## src/sv/vst_pkg.sv

```systemverilog
package vst_pkg;

   // input and result items
   typedef struct packed {
      logic [7:0] char_code;
      logic       last_char;
   } req_type;

   typedef struct packed {
      logic [2:0]  char_tag;
      logic        done_res;
      logic [1:0]  status;
      logic [30:0] major_value;
      logic [30:0] minor_value;
      logic [30:0] patch_value;
   } rsp_type;

   // byte classes decided by the front end
   typedef enum logic [2:0] {
      CLS_DIGIT,
      CLS_DOT,
      CLS_DASH,
      CLS_PLUS,
      CLS_LETTER,
      CLS_OTHER
   } char_class_type;

   // classified byte as it travels through the queue
   typedef struct packed {
      char_class_type cls;
      logic [3:0]     digit;
      logic           last_char;
   } tok_type;

   // parser state, encoded as the part tag
   typedef enum logic [2:0] {
      PART_MAJOR   = 3'd0,
      PART_MINOR   = 3'd1,
      PART_PATCH   = 3'd2,
      PART_UNKNOWN = 3'd3,
      PART_PRE     = 3'd4,
      PART_BUILD   = 3'd5
   } part_type;

   localparam logic [2:0] TAG_SEP     = 3'd6;
   localparam logic [2:0] TAG_IGNORED = 3'd7;

   localparam logic [1:0] ST_OK      = 2'd0;
   localparam logic [1:0] ST_INVALID = 2'd1;
   localparam logic [1:0] ST_RANGE   = 2'd2;

   localparam logic [30:0] NUM_MAX = 31'h7FFF_FFFF;

   localparam logic [7:0] CHAR_DOT   = 8'h2E;
   localparam logic [7:0] CHAR_DASH  = 8'h2D;
   localparam logic [7:0] CHAR_PLUS  = 8'h2B;
   localparam logic [7:0] CHAR_ZERO  = 8'h30;
   localparam logic [7:0] CHAR_NINE  = 8'h39;
   localparam logic [7:0] CHAR_UC_A  = 8'h41;
   localparam logic [7:0] CHAR_UC_Z  = 8'h5A;
   localparam logic [7:0] CHAR_LC_A  = 8'h61;
   localparam logic [7:0] CHAR_LC_Z  = 8'h7A;

   localparam int QUEUE_DEPTH = 4;
   localparam int QUEUE_PTR_W = $clog2(QUEUE_DEPTH);

endpackage

```

## src/sv/version_string_tokenizer_top.sv

```systemverilog
// path: a byte accepted at the input passes through the input classify register, the
// four-entry queue and the output register before its result shows on rsp_valid
// throughput: one byte per cycle unless rsp_ready holds the output; the accumulate and
// state update in the back end are done for each byte as it is taken
// reset: synchronous, active high; empties the input register, the queue and the output register and returns
// the parser to the major part with zero numbers and no error
module version_string_tokenizer_top
   import vst_pkg::*;
(
   input  logic    clock,
   input  logic    reset,
   input  logic    req_valid,
   output logic    req_ready,
   input  req_type req_data,
   output logic    rsp_valid,
   input  logic    rsp_ready,
   output rsp_type rsp_data
);

   logic    front_valid;
   logic    front_ready;
   tok_type front_tok;
   logic    queue_valid;
   logic    queue_ready;
   tok_type queue_tok;

   vst_front u_front (
      .clock     (clock),
      .reset     (reset),
      .req_valid (req_valid),
      .req_ready (req_ready),
      .req_data  (req_data),
      .tok_valid (front_valid),
      .tok_ready (front_ready),
      .tok_data  (front_tok)
   );

   vst_queue u_queue (
      .clock      (clock),
      .reset      (reset),
      .push_valid (front_valid),
      .push_ready (front_ready),
      .push_data  (front_tok),
      .pop_valid  (queue_valid),
      .pop_ready  (queue_ready),
      .pop_data   (queue_tok)
   );

   vst_back u_back (
      .clock     (clock),
      .reset     (reset),
      .tok_valid (queue_valid),
      .tok_ready (queue_ready),
      .tok_data  (queue_tok),
      .rsp_valid (rsp_valid),
      .rsp_ready (rsp_ready),
      .rsp_data  (rsp_data)
   );

endmodule

```

## src/sv/vst_front.sv

```systemverilog
module vst_front
   import vst_pkg::*;
(
   input  logic    clock,
   input  logic    reset,
   input  logic    req_valid,
   output logic    req_ready,
   input  req_type req_data,
   output logic    tok_valid,
   input  logic    tok_ready,
   output tok_type tok_data
);

   logic    valid_ff;
   logic    valid_in;
   tok_type tok_ff;
   tok_type tok_in;
   logic    req_xfer;

   always_comb begin
      tok_in.last_char = req_data.last_char;
      tok_in.digit     = req_data.char_code[3:0];
      if (req_data.char_code >= CHAR_ZERO && req_data.char_code <= CHAR_NINE) begin
         tok_in.cls = CLS_DIGIT;
      end else if (req_data.char_code == CHAR_DOT) begin
         tok_in.cls = CLS_DOT;
      end else if (req_data.char_code == CHAR_DASH) begin
         tok_in.cls = CLS_DASH;
      end else if (req_data.char_code == CHAR_PLUS) begin
         tok_in.cls = CLS_PLUS;
      end else if ((req_data.char_code >= CHAR_UC_A && req_data.char_code <= CHAR_UC_Z) ||
                   (req_data.char_code >= CHAR_LC_A && req_data.char_code <= CHAR_LC_Z)) begin
         tok_in.cls = CLS_LETTER;
      end else begin
         tok_in.cls = CLS_OTHER;
      end
   end

   assign req_ready = !valid_ff || tok_ready;
   assign req_xfer  = req_valid && req_ready;
   assign valid_in  = req_xfer || (valid_ff && !tok_ready);

   always_ff @(posedge clock) begin
      if (reset) begin
         valid_ff <= 1'b0;
      end else begin
         valid_ff <= valid_in;
      end
   end

   always_ff @(posedge clock) begin
      if (req_xfer) begin
         tok_ff <= tok_in;
      end
   end

   assign tok_valid = valid_ff;
   assign tok_data  = tok_ff;

endmodule

```

## src/sv/vst_queue.sv

```systemverilog
module vst_queue
   import vst_pkg::*;
(
   input  logic    clock,
   input  logic    reset,
   input  logic    push_valid,
   output logic    push_ready,
   input  tok_type push_data,
   output logic    pop_valid,
   input  logic    pop_ready,
   output tok_type pop_data
);

   tok_type                  entry_ff [QUEUE_DEPTH];
   logic [QUEUE_PTR_W-1:0]   wr_ptr_ff;
   logic [QUEUE_PTR_W-1:0]   wr_ptr_in;
   logic [QUEUE_PTR_W-1:0]   rd_ptr_ff;
   logic [QUEUE_PTR_W-1:0]   rd_ptr_in;
   logic [QUEUE_PTR_W:0]     count_ff;
   logic [QUEUE_PTR_W:0]     count_in;
   logic                     push_xfer;
   logic                     pop_xfer;

   assign push_ready = count_ff != (QUEUE_PTR_W+1)'(QUEUE_DEPTH);
   assign pop_valid  = count_ff != '0;
   assign pop_data   = entry_ff[rd_ptr_ff];
   assign push_xfer  = push_valid && push_ready;
   assign pop_xfer   = pop_valid && pop_ready;

   always_comb begin
      wr_ptr_in = wr_ptr_ff;
      rd_ptr_in = rd_ptr_ff;
      count_in  = count_ff;
      if (push_xfer) begin
         wr_ptr_in = wr_ptr_ff + 1'b1;
      end
      if (pop_xfer) begin
         rd_ptr_in = rd_ptr_ff + 1'b1;
      end
      if (push_xfer && !pop_xfer) begin
         count_in = count_ff + 1'b1;
      end else if (pop_xfer && !push_xfer) begin
         count_in = count_ff - 1'b1;
      end
   end

   always_ff @(posedge clock) begin
      if (reset) begin
         wr_ptr_ff <= '0;
         rd_ptr_ff <= '0;
         count_ff  <= '0;
      end else begin
         wr_ptr_ff <= wr_ptr_in;
         rd_ptr_ff <= rd_ptr_in;
         count_ff  <= count_in;
      end
   end

   always_ff @(posedge clock) begin
      if (push_xfer) begin
         entry_ff[wr_ptr_ff] <= push_data;
      end
   end

endmodule

```

## src/sv/vst_back.sv

```systemverilog
module vst_back
   import vst_pkg::*;
(
   input  logic    clock,
   input  logic    reset,
   input  logic    tok_valid,
   output logic    tok_ready,
   input  tok_type tok_data,
   output logic    rsp_valid,
   input  logic    rsp_ready,
   output rsp_type rsp_data
);

   part_type    part_ff;
   part_type    part_in;
   logic [30:0] major_ff;
   logic [30:0] major_in;
   logic [30:0] minor_ff;
   logic [30:0] minor_in;
   logic [30:0] patch_ff;
   logic [30:0] patch_in;
   logic [1:0]  err_ff;
   logic [1:0]  err_in;
   logic        rsp_valid_ff;
   logic        rsp_valid_in;
   rsp_type     rsp_ff;
   rsp_type     rsp_in;

   logic        pop;
   logic [30:0] sel_acc;
   logic [34:0] acc_x10;
   logic        acc_ovf;
   logic [30:0] acc_next;
   logic        bad;
   logic        is_alnum;
   logic [2:0]  tag;

   assign pop          = tok_valid && (!rsp_valid_ff || rsp_ready);
   assign tok_ready    = !rsp_valid_ff || rsp_ready;
   assign rsp_valid_in = pop || (rsp_valid_ff && !rsp_ready);
   assign is_alnum     = tok_data.cls == CLS_DIGIT || tok_data.cls == CLS_LETTER;

   // decimal accumulate: acc * 10 + digit, saturating
   always_comb begin
      case (part_ff)
         PART_MINOR: sel_acc = minor_ff;
         PART_PATCH: sel_acc = patch_ff;
         default:    sel_acc = major_ff;
      endcase
      acc_x10  = {1'b0, sel_acc, 3'b000} + {3'b000, sel_acc, 1'b0} +
                 {31'd0, tok_data.digit};
      acc_ovf  = acc_x10 > {4'b0000, NUM_MAX};
      acc_next = acc_ovf ? NUM_MAX : acc_x10[30:0];
   end

   always_comb begin
      part_in  = part_ff;
      major_in = major_ff;
      minor_in = minor_ff;
      patch_in = patch_ff;
      err_in   = err_ff;
      tag      = TAG_IGNORED;
      bad      = 1'b0;

      if (err_ff != ST_INVALID) begin
         case (part_ff)
            PART_MAJOR, PART_MINOR, PART_PATCH: begin
               if (tok_data.cls == CLS_DIGIT) begin
                  tag = part_ff;
                  if (part_ff == PART_MAJOR) begin
                     major_in = acc_next;
                  end else if (part_ff == PART_MINOR) begin
                     minor_in = acc_next;
                  end else begin
                     patch_in = acc_next;
                  end
                  if (acc_ovf && err_ff == ST_OK) begin
                     err_in = ST_RANGE;
                  end
               end else if (tok_data.cls == CLS_DOT && part_ff != PART_PATCH) begin
                  part_in = (part_ff == PART_MAJOR) ? PART_MINOR : PART_PATCH;
                  tag     = TAG_SEP;
               end else if (tok_data.cls == CLS_DASH) begin
                  part_in = PART_PRE;
                  tag     = TAG_SEP;
               end else if (tok_data.cls == CLS_PLUS) begin
                  part_in = PART_BUILD;
                  tag     = TAG_SEP;
               end else if (tok_data.cls == CLS_LETTER) begin
                  part_in = PART_UNKNOWN;
                  tag     = PART_UNKNOWN;
               end else begin
                  bad = 1'b1;
               end
            end
            PART_UNKNOWN: begin
               if (is_alnum) begin
                  tag = PART_UNKNOWN;
               end else if (tok_data.cls == CLS_DASH) begin
                  part_in = PART_PRE;
                  tag     = TAG_SEP;
               end else if (tok_data.cls == CLS_PLUS) begin
                  part_in = PART_BUILD;
                  tag     = TAG_SEP;
               end else begin
                  bad = 1'b1;
               end
            end
            PART_PRE: begin
               if (is_alnum || tok_data.cls == CLS_DOT) begin
                  tag = PART_PRE;
               end else if (tok_data.cls == CLS_PLUS) begin
                  part_in = PART_BUILD;
                  tag     = TAG_SEP;
               end else begin
                  bad = 1'b1;
               end
            end
            PART_BUILD: begin
               if (is_alnum) begin
                  tag = PART_BUILD;
               end else begin
                  bad = 1'b1;
               end
            end
            default: begin
               bad = 1'b1;
            end
         endcase
      end

      if (bad) begin
         err_in = ST_INVALID;
         tag    = TAG_IGNORED;
      end

      rsp_in.char_tag    = tag;
      rsp_in.done_res    = tok_data.last_char;
      rsp_in.status      = err_in;
      rsp_in.major_value = tok_data.last_char ? major_in : '0;
      rsp_in.minor_value = tok_data.last_char ? minor_in : '0;
      rsp_in.patch_value = tok_data.last_char ? patch_in : '0;

      // end of string: back to the start state
      if (tok_data.last_char) begin
         part_in  = PART_MAJOR;
         major_in = '0;
         minor_in = '0;
         patch_in = '0;
         err_in   = ST_OK;
      end
   end

   always_ff @(posedge clock) begin
      if (reset) begin
         part_ff      <= PART_MAJOR;
         major_ff     <= '0;
         minor_ff     <= '0;
         patch_ff     <= '0;
         err_ff       <= ST_OK;
         rsp_valid_ff <= 1'b0;
      end else begin
         rsp_valid_ff <= rsp_valid_in;
         if (pop) begin
            part_ff  <= part_in;
            major_ff <= major_in;
            minor_ff <= minor_in;
            patch_ff <= patch_in;
            err_ff   <= err_in;
         end
      end
   end

   always_ff @(posedge clock) begin
      if (pop) begin
         rsp_ff <= rsp_in;
      end
   end

   assign rsp_valid = rsp_valid_ff;
   assign rsp_data  = rsp_ff;

endmodule

```

## config.mk

```make
export PLATFORM = sky130hd
export DESIGN_NAME = version_string_tokenizer_top
export DESIGN_NICKNAME = d
export VERILOG_FILES = /design/src/sv/vst_pkg.sv /design/src/sv/version_string_tokenizer_top.sv /design/src/sv/vst_front.sv /design/src/sv/vst_queue.sv /design/src/sv/vst_back.sv
export SDC_FILE = /design/constraint.sdc
export NUM_CORES = 1
export LEC_CHECK = 0
export BUFFER_PORTS_ARGS = -buffer_cell sky130_fd_sc_hd__buf_2
export CAP_MARGIN = 20
export CORE_AREA = 2 2 173 175
export CTS_CLUSTER_DIAMETER = 30
export CTS_CLUSTER_SIZE = 16
export DETAILED_ROUTE_END_ITERATION = 7
export DIE_AREA = 0 0 175 177
export GPL_ROUTABILITY_DRIVEN = 0
export PLACE_DENSITY = 0.66
export SETUP_SLACK_MARGIN = 0.2
export SYNTH_ARGS = -nofsm -noshare
export SYNTH_HDL_FRONTEND = slang
export SYNTH_SLANG_ARGS = --single-unit
```

## constraint.sdc

```tcl
create_clock -name clock -period 5.33 [get_ports clock]
set_input_delay 1.599 -clock clock [delete_from_list [all_inputs] [get_ports clock]]
set_output_delay 1.599 -clock clock [all_outputs]
set_load 0.005 [all_outputs]
```

; ---- Word-level counts from Yosys, hierarchy flattened
; Memories as Yosys holds them, arrays and structs flattened. A register that Yosys moved wholly into a read port is not among the register bits.
; Index checks and enable logic that the tools add are counted.
[op_classes]
addsub = 6
mul = 0
div_mod_pow = 0
n_lt_le_gt_ge = 7
n_eq_ne = 19
shift = 0
n_mux = 71
bitwise = 1
n_reduce_logical = 37
[ops]
columns = operator, count
row1 = $mux 31, 18
row2 = $mux 3, 21
row3 = $pmux 31 s2, 1
row4 = $add 34x32->35, 1
row5 = $add 35x4->35, 1
row6 = $gt 35x31->1 const B, 1
row7 = $eq 8x6->1 const B, 3
row8 = $mux 2, 12
row9 = $ge 8x7->1 const B, 2
row10 = $le 8x7->1 const B, 2
row11 = $mux 1, 16
row12 = $eq 3x2->1 const B, 4
row13 = $logic_and 1x1->1, 12
row14 = $ne 3x2->1 const B, 4
row15 = $pmux 3 s4, 1
row16 = $eq 3x3->1 const B, 3
row17 = $pmux 3 s3, 1
row18 = $ge 8x6->1 const B, 1
row19 = $le 8x6->1 const B, 1
row20 = $logic_or 1x1->1, 7
row21 = $reduce_and 7->1, 1
row22 = $eq 3x1->1 const B, 2
row23 = $logic_not 1->1, 6
row24 = $logic_not 3->1, 2
row25 = 15 further kinds, 18
[word_totals]
ff_bits = 214
latch_bits = 0
ram_bits = 32
rom_bits = 0
input_bits = 13
elab_cells = 163
memories = 1
[memory_table]
columns = memory, words, width, read_ports, rd_ports_with_merged_regs, wr, line_no
row1 = u_queue.entry_ff, 4, 8, 1, 1, 1, vst_queue.sv:14  ; tok_type entry_ff [QUEUE_DEPTH];

; ---- Longest topological paths before layout
; Gate-level depths: netlist (run 1).
[depth]
ltp_word = 12
depth_mapped = 22

; ---- Modules after synthesis
; Synthesis (run 1) repeated with hierarchy kept, for this count alone.
[unflattened]
cells_unflattened = 1285
hier_area_um2 = 12784.8
[by_module_without_submodules]
columns = mod, instances, cells_per_inst, area_each_um2, seq_area_each_um2
row1 = vst_back, 1, 1161, 10737.8, 4954.8
row2 = vst_queue, 1, 90, 1637.8, 1141.1
row3 = vst_front, 1, 34, 409.1, 260.2

; ---- Worst setup path after synthesis (run 1)
; No wires, ideal clock.
[synth_path]
path_kind = in2reg
from = input port rsp_ready
to = register u_back.minor_ff[11]
setup_ps = 117
arrival_time_ps = 5182
required_time_ps = 5213
path_slack_ps = 31
path_stages = 7
n_path_buf = 1
path_cell_list = inv_1 -> a21o_1 -> clkbuf_1 -> clkinv_1 -> nand3_1 -> nor2_1 -> a22o_1
[synth_between]
elab_chain_cells = 2
[synth_rtl]
columns = element, line_no
row1 = start: declaration, version_string_tokenizer_top.sv:16  ; input logic rsp_ready,
row2 = $logic_or 1x1->1, vst_back.sv:38  ; assign pop = tok_valid && (!rsp_valid_ff || rsp_ready);
row3 = $logic_and 1x1->1, vst_back.sv:38
row4 = via u_back.pop, vst_back.sv:29  ; logic pop;
row5 = end signal: assignment, vst_back.sv:167  ; minor_ff <= minor_in;
row6 = end: declaration, vst_back.sv:18  ; logic [30:0] minor_ff;
; The timed path passes the listed nets, and every way through them passes these cells.
; A chain may end at the register's enable or synchronous reset.

; ---- Worst setup path after layout (run 1)
[layout_path]
from = register u_back.part_ff[1]
to = register u_back.rsp_ff, in the netlist u_back.rsp_data[25] (data pin)
[layout_between]
elab_chain_cells = 11
elab_cells_between_ends = 14
[layout_rtl]
columns = element, line_no
row1 = start: declaration, vst_back.sv:14  ; part_type part_ff;
row2 = start signal: assignment, vst_back.sv:165  ; part_ff <= part_in;
row3 = $eq 3x2->1 / $eq 3x1->1 (equally long branches), "vst_back.sv:45, vst_back.sv:66, vst_back.sv:72"
row4 = $pmux 31 s2, vst_back.sv:45  ; case (part_ff)
row5 = $add 34x32->35, vst_back.sv:50  ; acc_x10 = {1'b0, sel_acc, 3'b000} + {3'b000, sel_acc, 1'b0} +
row6 = $add 35x4->35, vst_back.sv:50
row7 = $gt 35x31->1, vst_back.sv:52  ; acc_ovf = acc_x10 > {4'b0000, NUM_MAX};
row8 = $mux 31, vst_back.sv:53  ; acc_next = acc_ovf ? NUM_MAX : acc_x10[30:0];
row9 = $mux 31, vst_back.sv:72  ; end else if (part_ff == PART_MINOR) begin
row10 = $mux 31, vst_back.sv:70  ; if (part_ff == PART_MAJOR) begin
row11 = $mux 31, vst_back.sv:68  ; if (tok_data.cls == CLS_DIGIT) begin
row12 = $mux 31 (*), vst_back.sv:66  ; case (part_ff)
row13 = $mux 31 (*), vst_back.sv:65  ; if (err_ff != ST_INVALID) begin
row14 = end signal: assignment, vst_back.sv:176  ; rsp_ff <= rsp_in;
row15 = end: declaration, vst_back.sv:26  ; rsp_type rsp_ff;
; Mark *: on every way between the ends. The rest lies on a longest branch, timed or not.

==> results of run 1 <==
==> power by group <==
group,internal [mW],switching [mW]
combinational,2.25,4.17
sequential,2.61,0.225
clock,2.14,1.05
total,7.01,5.45
==> stage by stage <==
stage          utilization, %  area, um2  instances
6_report                 54.2      15900       1919
5_1_grt                  54.2      15900       1919
4_1_cts                  53.8      15700       1915
3_5_place_dp             47.7      13900       1821
3_3_place_gp             47.7      13900       1821
2_1_floorplan               -      13000       1388
==> registers in the layout (all words and copies together) (netlist names), 3 cells and up, named ones only <==
name,cells
u_back.part_ff,3
u_queue.count_ff,3
u_back.minor_ff,31
u_back.rsp_data,99
u_queue.entry_ff,32
u_front.tok_data,8
u_back.major_ff,31
u_back.patch_ff,31
==> worst paths after layout <==
check / from / endpoint / slack [ns] / depth (start not counted)
hold / removal: u_back.rsp_valid / u_back.rsp_valid / 0.47 / 2
hold reg to reg: u_back.rsp_valid / u_back.rsp_valid / 0.47 / 2
setup reg to reg: u_back.part_ff[1] / u_back.rsp_data[25] / 0.44 / 17
setup / recovery: u_back.part_ff[1] / u_back.rsp_data[25] / 0.44 / 17
==> layout by cell type (no fill, tap or decap), drive strengths merged, types with 41 or more instances in the layout <==
cell    count
o21ai     219
a21oi     195
buf       142
edfxtp    139
nand2     122
dfxtp     109
nor2      100
ha         66
clkbuf     63
o22ai      41
==> cell type report <==
type                       count  area, um2
clock buffer                  61       1340
sequential                   248       6360
inverter                      28        108
fill                        2565      13400
multi-input combinational   1015       6230
clock inverter                33        429
tap                          390        488
timing repair buffer         144        898
==> timing repair <==
| item | in CTS | in global routing |
|---|---|---|
| setup endpoints to repair | 0 | 109 |
| endpoints found under the hold margin | 0 | 0 |
| buffers inserted | 0 | 2 |
| resized for setup | 0 | 33 |
==> critical path, delay by kind of cell, from the launching register on <==
family	cells	cell delay, ns
buf+inv	4	0.74
compound gates	6	1.54
fa+ha+maj	2	0.71
flops	1	0.38
simple gates	5	1.22
==> kinds of logic after synthesis <==
kind of cell / count (synthesis) / share of synthesized area [%]
AOI/OAI and AO/OA: 558 / 24.2
xor gates and xnor gates: 32 / 2.16
muxes: 10 / 1.46
adders and majority gates: 69 / 6.83
buffers and inverters: 125 / 3.74
DFF: 248 / 49.0
and+or+nand+nor: 346 / 12.6
==> routing by layer <==
layer  vias up  wire, um  track usage, %
met1      5311     15600            30.7
li1       5344         -               -
met2       487     16600            36.8
met3        86      2750            4.21
met5         -         0               0
met4         0      1380            10.7
==> flow_metrics.tcl, run 1 <==
set metrics [dict create \
    tns_ns 0 \
    cts-root-buf "clkbuf_16" \
    cts_made_buffers 50 \
    pre_cts_ws_ns 0.394 \
    synth_ff_type "edfxtp_1" \
    syn_area_per_cell_um2 9.35 \
    synth_warnings 0 \
    fin_crit_sh_pct 91.8 \
    dr.first_iter.drc_count 875 \
    cp_data_required_time_ns 5.60 \
    cts.sinks 248 \
    synth_fp_nets 1470 \
    finalWorstSetupSlack_ns 0.436 \
    ant_nets 0 \
    die_y_um 177 \
    ys_seq_area_share_pct 49.0 \
    hold_path_class "reg2reg" \
    vias 11200 \
    worstPathArrival_ns 5.17 \
    grt_pass1_vias 10800 \
    core_um2 29200 \
    cp-end-kind "flop" \
    total_power_mw 12.5 \
    cp_max_fo 34 \
    grt_max_degree 98 \
    period_needed_ns 4.89 \
    synth_top_area_cell "edfxtp_1" \
    start_util_pct 44.4 \
    start_kind "flop" \
    layout-drive-gt1-share_pct 18.6 \
    slew_headroom_pct 29.6 \
    hpwl_um 23800 \
    vias_per_cell 5.85 \
    ys_ff_latch 248 \
    synthArstFlopShare_pct 0 \
    hold_buffers 0 \
    io_pins 114 \
    overflow 0 \
    cellPowerDensity_nw_per_um2 785 \
    timing.hold.ws_ns 0.469 \
    synth_cells 1388 \
    htreeDepth 2 \
    clk_path_buf_depth 3 \
    cp_slowest_cell "nor3_1" \
    wl_per_cell_um 18.9 \
    p_leak_nw 6.17 \
    fmax_mhz 204 \
    rsz0062_at_grt "false" \
    antenna_found_initial 1 \
    nets 1569 \
    yosys-top-cells-area "edfxtp_1 32%, dfxtp_1 17%, o21ai_0 8.4%" \
    rows 63 \
    clk_pin_slew_ns 0.05 \
    status "completed" \
    grt_pass1_wl_um 57000 \
    die_w_um 175 \
    die_area_um2 31000 \
    grt_usage_pct 23.1 \
    peakVddDrop_uv 376 \
    wl_um 36300 \
    drt_pass1_iterations 5 \
    io_buffers 113 \
    clock_latency_ns 0.56 \
    cts_tree "done" \
    slowest_delay_ns 0.42 \
    setup_viol 0 \
    synth.top_cell.area_share_pct 32.2 \
    slew_viol_final 0 \
    crit_chain "clkinv_1, buf_6, o21ai_0, a21oi_1, ha_1, ha_1, nand2_1, nor3_1, nand2_1, a2111o_1, a2111oi_2, o32ai_2, nor4_4, buf_4, buf_4, and2b_1, a21oi_1" \
    hold_viol 0 \
    synth_edf_count 139 \
    diodes 0 \
    drv_cap 0 \
    route.detailed.drc 0 \
    ys_types 70 \
    syn_area_um2 13000 \
    clock_skew_ns 0.0375 \
    area_delta_synth_final_pct 22.3 \
    tightest_slew_ns 1.05 \
    netlist_top_cells_count "218 x o21ai_0, 195 x a21oi_1, 139 x edfxtp_1" \
    synth.most_common_cell "o21ai_0" \
    path_class "reg2reg" \
]
Note: power is estimated with default switching activity, not from simulation.
==> inputs of run 2 (changes only) <==
--- a/config.mk
+++ b/config.mk
@@ -7,13 +7,16 @@
 export LEC_CHECK = 0
 export BUFFER_PORTS_ARGS = -buffer_cell sky130_fd_sc_hd__buf_2
 export CAP_MARGIN = 20
-export CORE_AREA = 2 2 173 175
+export CELL_PAD_IN_SITES_DETAIL_PLACEMENT = 0
+export CELL_PAD_IN_SITES_GLOBAL_PLACEMENT = 1
+export CORE_AREA = 2 2 177 179
+export CTS_BUF_LIST = sky130_fd_sc_hd__clkbuf_8
 export CTS_CLUSTER_DIAMETER = 30
 export CTS_CLUSTER_SIZE = 16
 export DETAILED_ROUTE_END_ITERATION = 7
-export DIE_AREA = 0 0 175 177
+export DIE_AREA = 0 0 179 181
 export GPL_ROUTABILITY_DRIVEN = 0
-export PLACE_DENSITY = 0.66
+export PLACE_DENSITY = 0.78
 export SETUP_SLACK_MARGIN = 0.2
 export SYNTH_ARGS = -nofsm -noshare
 export SYNTH_HDL_FRONTEND = slang
==> run 2 against run 1 <==
Clock-buffer cell count is 8 lower. Clock power is 27% lower. Sequential share of layout area is 1.1 points higher. Routed wire length is 2.7% higher. Global-route usage is 0.24 points lower. Clock skew is 0.00065 ns higher. Maximum frequency is 0.88% higher. Critical path type unchanged. Largest cell class unchanged. Largest power group unchanged. Highest routed layer unchanged.
==> flow_metrics.tcl, run 2 (synthesized netlist as in run 1, its figures left out) <==
set metrics [dict create \
    die_y_um 181 \
    pwr-share-seq_pct 23.7 \
    area_delta_synth_final_pct 18.9 \
    cts.sinks 248 \
    vias_per_cell 5.74 \
    cts_tree "done" \
    crit_chain "buf_4, nor2_1, a21oi_1, o22ai_1, a21oi_1, ha_1, ha_1, a21oi_1, o211a_1, o211a_1, a2111o_1, a2111oi_4, o32ai_2, nor4_4, buf_4, and2_2, a21oi_1" \
    start_kind "flop" \
    die_w_um 179 \
    largest_reg_flops 99 \
    r2r_start "u_back.part_ff[2]" \
    hold_buffers 0 \
    pre_cts_ws_ns 0.378 \
    ant_nets 0 \
    r2r_cells 17 \
    io_buffers 113 \
    setup_viol 0 \
    hold_viol 0 \
    r2r_slack_ns 0.48 \
    drt_pass1_iterations 5 \
    cellPowerDensity_nw_per_um2 766 \
    wl_per_cell_um 19.2 \
    placedCellCount 1847 \
    slew_headroom_pct 29.2 \
    overflow 0 \
    total_power_mw 11.8 \
    cp_data_required_time_ns 5.62 \
    grt_pass1_wl_um 58200 \
    layout_commonest_cell "o21ai_0" \
    cp-end-kind "flop" \
    p_sw_share_pct 46.4 \
    p_clk_share_pct 19.6 \
    worstPathArrival_ns 5.14 \
    htreeDepth 2 \
    die_area_um2 32400 \
    p_int_mw 6.34 \
    fin_crit_sh_pct 91.0 \
    route.detailed.drc 0 \
    slowest_delay_ns 0.50 \
    p_leak_nw 6.04 \
    nets 1588 \
    min-delay-start "u_back.minor_ff[19]" \
    worstHoldPathCells 2 \
    clock_skew_ns 0.0382 \
    grt_max_degree 107 \
    cp_slowest_cell "dfxtp_4" \
    rsz0062_at_grt "false" \
    slew_viol_final 0 \
    worst_path_most_repeated_cell "a21oi_1" \
    wl_um 37300 \
    cp_max_fo 25 \
    cts_made_buffers 50 \
    clk_path_buf_depth 3 \
    drv_cap 0 \
    stdcell_count 1944 \
    tns_ns 0 \
    clock_latency_ns 0.59 \
    grt_usage_pct 22.9 \
    antenna_found_initial 0 \
    path_class "reg2reg" \
    peakVddDrop_uv 388 \
    hpwl_um 25800 \
    fmax_mhz 206 \
    cts-root-buf "clkbuf_8" \
    power.share.combinational_pct 56.7 \
    r2r-end "u_back.rsp_data[13]" \
    hold_path_class "reg2reg" \
    diodes 0 \
    finalWorstSetupSlack_ns 0.479 \
    timing.hold.ws_ns 0.469 \
    period_needed_ns 4.85 \
    layout-drive-gt1-share_pct 19.1 \
    min_to "u_back.minor_ff[19]" \
    grt_pass1_vias 10500 \
    rows 64 \
    core_um2 30300 \
    start_util_pct 42.7 \
    vias 11200 \
    dr.first_iter.drc_count 771 \
    p_switching_mw 5.48 \
    io_pins 114 \
    status "completed" \
    clk_pin_slew_ns 0.07 \
    tightest_slew_ns 1.06 \
    final_cell_mix "217 x o21ai_0, 194 x a21oi_1, 139 x edfxtp_1" \
]
run 2: repair_timing:
item,4_1_cts,5_1_grt
setup endpoints to repair,0,119
resized for setup,0,23
setup buffers,0,1
run 2: metal layers:
layer	vias up	wire [um]	global-route usage, %
met3	84	2760	4.59
met5	-	0	0
met2	404	16500	34.3
li1	5407	-	-
met4	0	1260	8.55
met1	5261	16700	32.5
run 2: worst max-delay path by stage:
stage | startpoint | end | slack (ns) | cells past startpoint
after global routing | u_back.part_ff[1] | u_back.rsp_data[43] | 0.22 | 19
final | u_back.part_ff[2] | u_back.rsp_data[13] | 0.48 | 17
after global placement | u_back.part_ff[2] | u_back.rsp_data[60] | 0.48 | 17
after CTS | u_back.part_ff[2] | u_back.rsp_data[71] | 0.37 | 18
after detailed placement | u_back.part_ff[2] | u_back.rsp_data[71] | 0.38 | 18
after floorplan | u_back.part_ff[1] | u_back.rsp_data[52] | 0.48 | 20
run 2: critical path: cells and delay by family (launching register included):
family / cells / cell delay, ns
flops: 1 / 0.50
fa+ha+maj: 2 / 0.70
compound gates: 10 / 2.14
simple gates: 3 / 0.71
buf+inv: 2 / 0.49
run 2: layout make-up:
cell class	instances	area [um2]
clock buffer	53	729
clock inverter	41	482
fill	2828	14900
inverter	28	108
multi-input combinational	1015	6220
sequential	248	6360
tap	396	495
timing repair buffer	163	1030
run 2: stage by stage:
step | utilization, % | instance area [um2]
2_1_floorplan | - | 13000
3_3_place_gp | 46.5 | 14100
3_5_place_dp | 46.5 | 14100
4_1_cts | 50.5 | 15300
5_1_grt | 50.8 | 15400
6_report | 50.8 | 15400
run 2: power by group through the flow:
stage	logic (mW)	registers [mW]	clock network, mW
floorplan	4.04	2.84	0
detailed placement	6.38	2.84	0
CTS	6.40	2.81	2.35
finish	6.70	2.80	2.32
global placement	6.30	2.83	0
global route	7.39	2.86	2.45
==> inputs of run 3 (changes only) <==
--- a/config.mk
+++ b/config.mk
@@ -16,6 +16,7 @@
 export DETAILED_ROUTE_END_ITERATION = 7
 export DIE_AREA = 0 0 179 181
 export GPL_ROUTABILITY_DRIVEN = 0
+export MAX_ROUTING_LAYER = met4
 export PLACE_DENSITY = 0.78
 export SETUP_SLACK_MARGIN = 0.2
 export SYNTH_ARGS = -nofsm -noshare
==> run 3 against run 2 <==
Cell count unchanged. Register-to-register slack about the same. Non-clock buffer count unchanged. Largest cell class unchanged. Largest power group unchanged.
==> flow_metrics.tcl, run 3 (synthesized netlist as in run 1, its figures left out) <==
set metrics [dict create \
    nets 1588 \
    p_leak_nw 6.04 \
    rows 64 \
    setup_viol 0 \
    period_needed_ns 4.84 \
    p_sw_share_pct 46.5 \
    worst_path_most_repeated_cell "a21oi_1" \
    num-fill-cells 2828 \
    slowest_delay_ns 0.50 \
    cts_made_buffers 50 \
    cp_slowest_cell "dfxtp_4" \
    io_buffers 113 \
    utilization_pct 50.8 \
    hpwl_um 25800 \
    vias 11100 \
    grt_pass1_vias 10500 \
    largest_reg_flops 99 \
    ant_nets 0 \
    p_int_mw 6.34 \
    area_delta_synth_final_pct 18.9 \
    status "completed" \
    pre_cts_ws_ns 0.378 \
    grt_pass1_wl_um 58200 \
    cellPowerDensity_nw_per_um2 768 \
    hold_buffers 0 \
    hold_viol 0 \
    wl_per_cell_um 19.2 \
    start_kind "flop" \
    htreeDepth 2 \
    stdcell_count 1944 \
    worstPathArrival_ns 5.13 \
    final_cell_mix "217 x o21ai_0, 194 x a21oi_1, 139 x edfxtp_1" \
    tightest_slew_ns 1.07 \
    antenna_found_initial 0 \
    diodes 0 \
    route.detailed.drc 0 \
    p_switching_mw 5.50 \
    grt_usage_pct 23.5 \
    core_um2 30300 \
    clk_pin_slew_ns 0.07 \
    die_area_um2 32400 \
    power.share.combinational_pct 56.7 \
    rsz0062_at_grt "false" \
    die_w_um 179 \
    drv_cap 0 \
    finalWorstSetupSlack_ns 0.485 \
    path_class "reg2reg" \
    layout-drive-gt1-share_pct 19.1 \
    cts_tree "done" \
    grt_max_degree 107 \
    slew_headroom_pct 28.5 \
    cp_max_fo 25 \
    placedCellCount 1847 \
    peakVddDrop_uv 389 \
    start_util_pct 42.7 \
    hold_path_class "reg2reg" \
    tns_ns 0 \
    dr.first_iter.drc_count 807 \
    crit_family "compound AO/OA/AOI/OAI gates" \
    drt_pass1_iterations 5 \
    p_clk_share_pct 19.6 \
    crit_chain "buf_4, nor2_1, a21oi_1, o22ai_1, a21oi_1, ha_1, ha_1, a21oi_1, o211a_1, o211a_1, a2111o_1, a2111oi_4, o32ai_2, nor4_4, buf_4, and2_2, a21oi_1" \
    cts.sinks 248 \
    cp-end-kind "flop" \
    pwr-share-seq_pct 23.7 \
    clk_path_buf_depth 3 \
    wl_um 37400 \
    fmax_mhz 206 \
    overflow 0 \
    layout_commonest_cell "o21ai_0" \
    io_pins 114 \
    fin_crit_sh_pct 90.9 \
    die_y_um 181 \
    cts-root-buf "clkbuf_8" \
    path_buf_inv 2 \
    vias_per_cell 5.73 \
    clock_latency_ns 0.59 \
    cp_data_required_time_ns 5.62 \
    slew_viol_final 0 \
    clock_skew_ns 0.0337 \
]
## run 3: cell type report
cell class | count | area, um2 | share of cell area [%]
clock buffer | 53 | 729 | 4.73
clock inverter | 41 | 482 | 3.12
inverter | 28 | 108 | 0.697
multi-input combinational | 1015 | 6220 | 40.3
sequential | 248 | 6360 | 41.2
tap | 396 | 495 | 3.21
timing repair buffer | 163 | 1030 | 6.70
## run 3: worst paths after layout
kind | slack (ns) | start | endpoint | cells after the start
worst max-delay path | 0.49 | u_back.part_ff[2] | u_back.rsp_data[13] | 17
worst min register to register | 0.47 | u_back.minor_ff[19] | u_back.minor_ff[19] | 2
worst max register to register | 0.49 | u_back.part_ff[2] | u_back.rsp_data[13] | 17
worst min-delay path | 0.47 | u_back.minor_ff[19] | u_back.minor_ff[19] | 2
## run 3: metal layers
layer | track usage, % | vias to the layer above | wire length [um]
met5 | - | - | 0
met4 | 8.55 | 0 | 1260
met3 | 4.59 | 81 | 2710
met2 | 34.2 | 412 | 16400
met1 | 32.5 | 5250 | 17000
li1 | - | 5405 | -
## run 3: tightest hold or removal path, cell delays in order, from the launching register on
cell     delay [ns]
dfxtp_1        0.33
nand2_1        0.05
o21ai_0        0.06
## run 3: power by group through the flow
stage               registers [mW]  logic (mW)  clock network, mW
finish                        2.80        6.72               2.32
global route                  2.86        7.39               2.44
CTS                           2.81        6.40               2.35
detailed placement            2.84        6.38                  0
global placement              2.83        6.30                  0
floorplan                     2.84        4.04                  0
## run 3: timing repair
item,CTS,global route
resized for setup,0,23
endpoints found under the setup margin,0,119
buffers inserted,0,1
## run 3: through the flow
step	power [mW]	hold slack [ns]	cell area, um2
detailed placement	9.23	0.461	14100
floorplan	6.89	0.433	13000
finish	11.8	0.469	15400
global placement	9.13	0.457	14100
CTS	11.6	0.476	15300
global route	12.7	0.506	15400
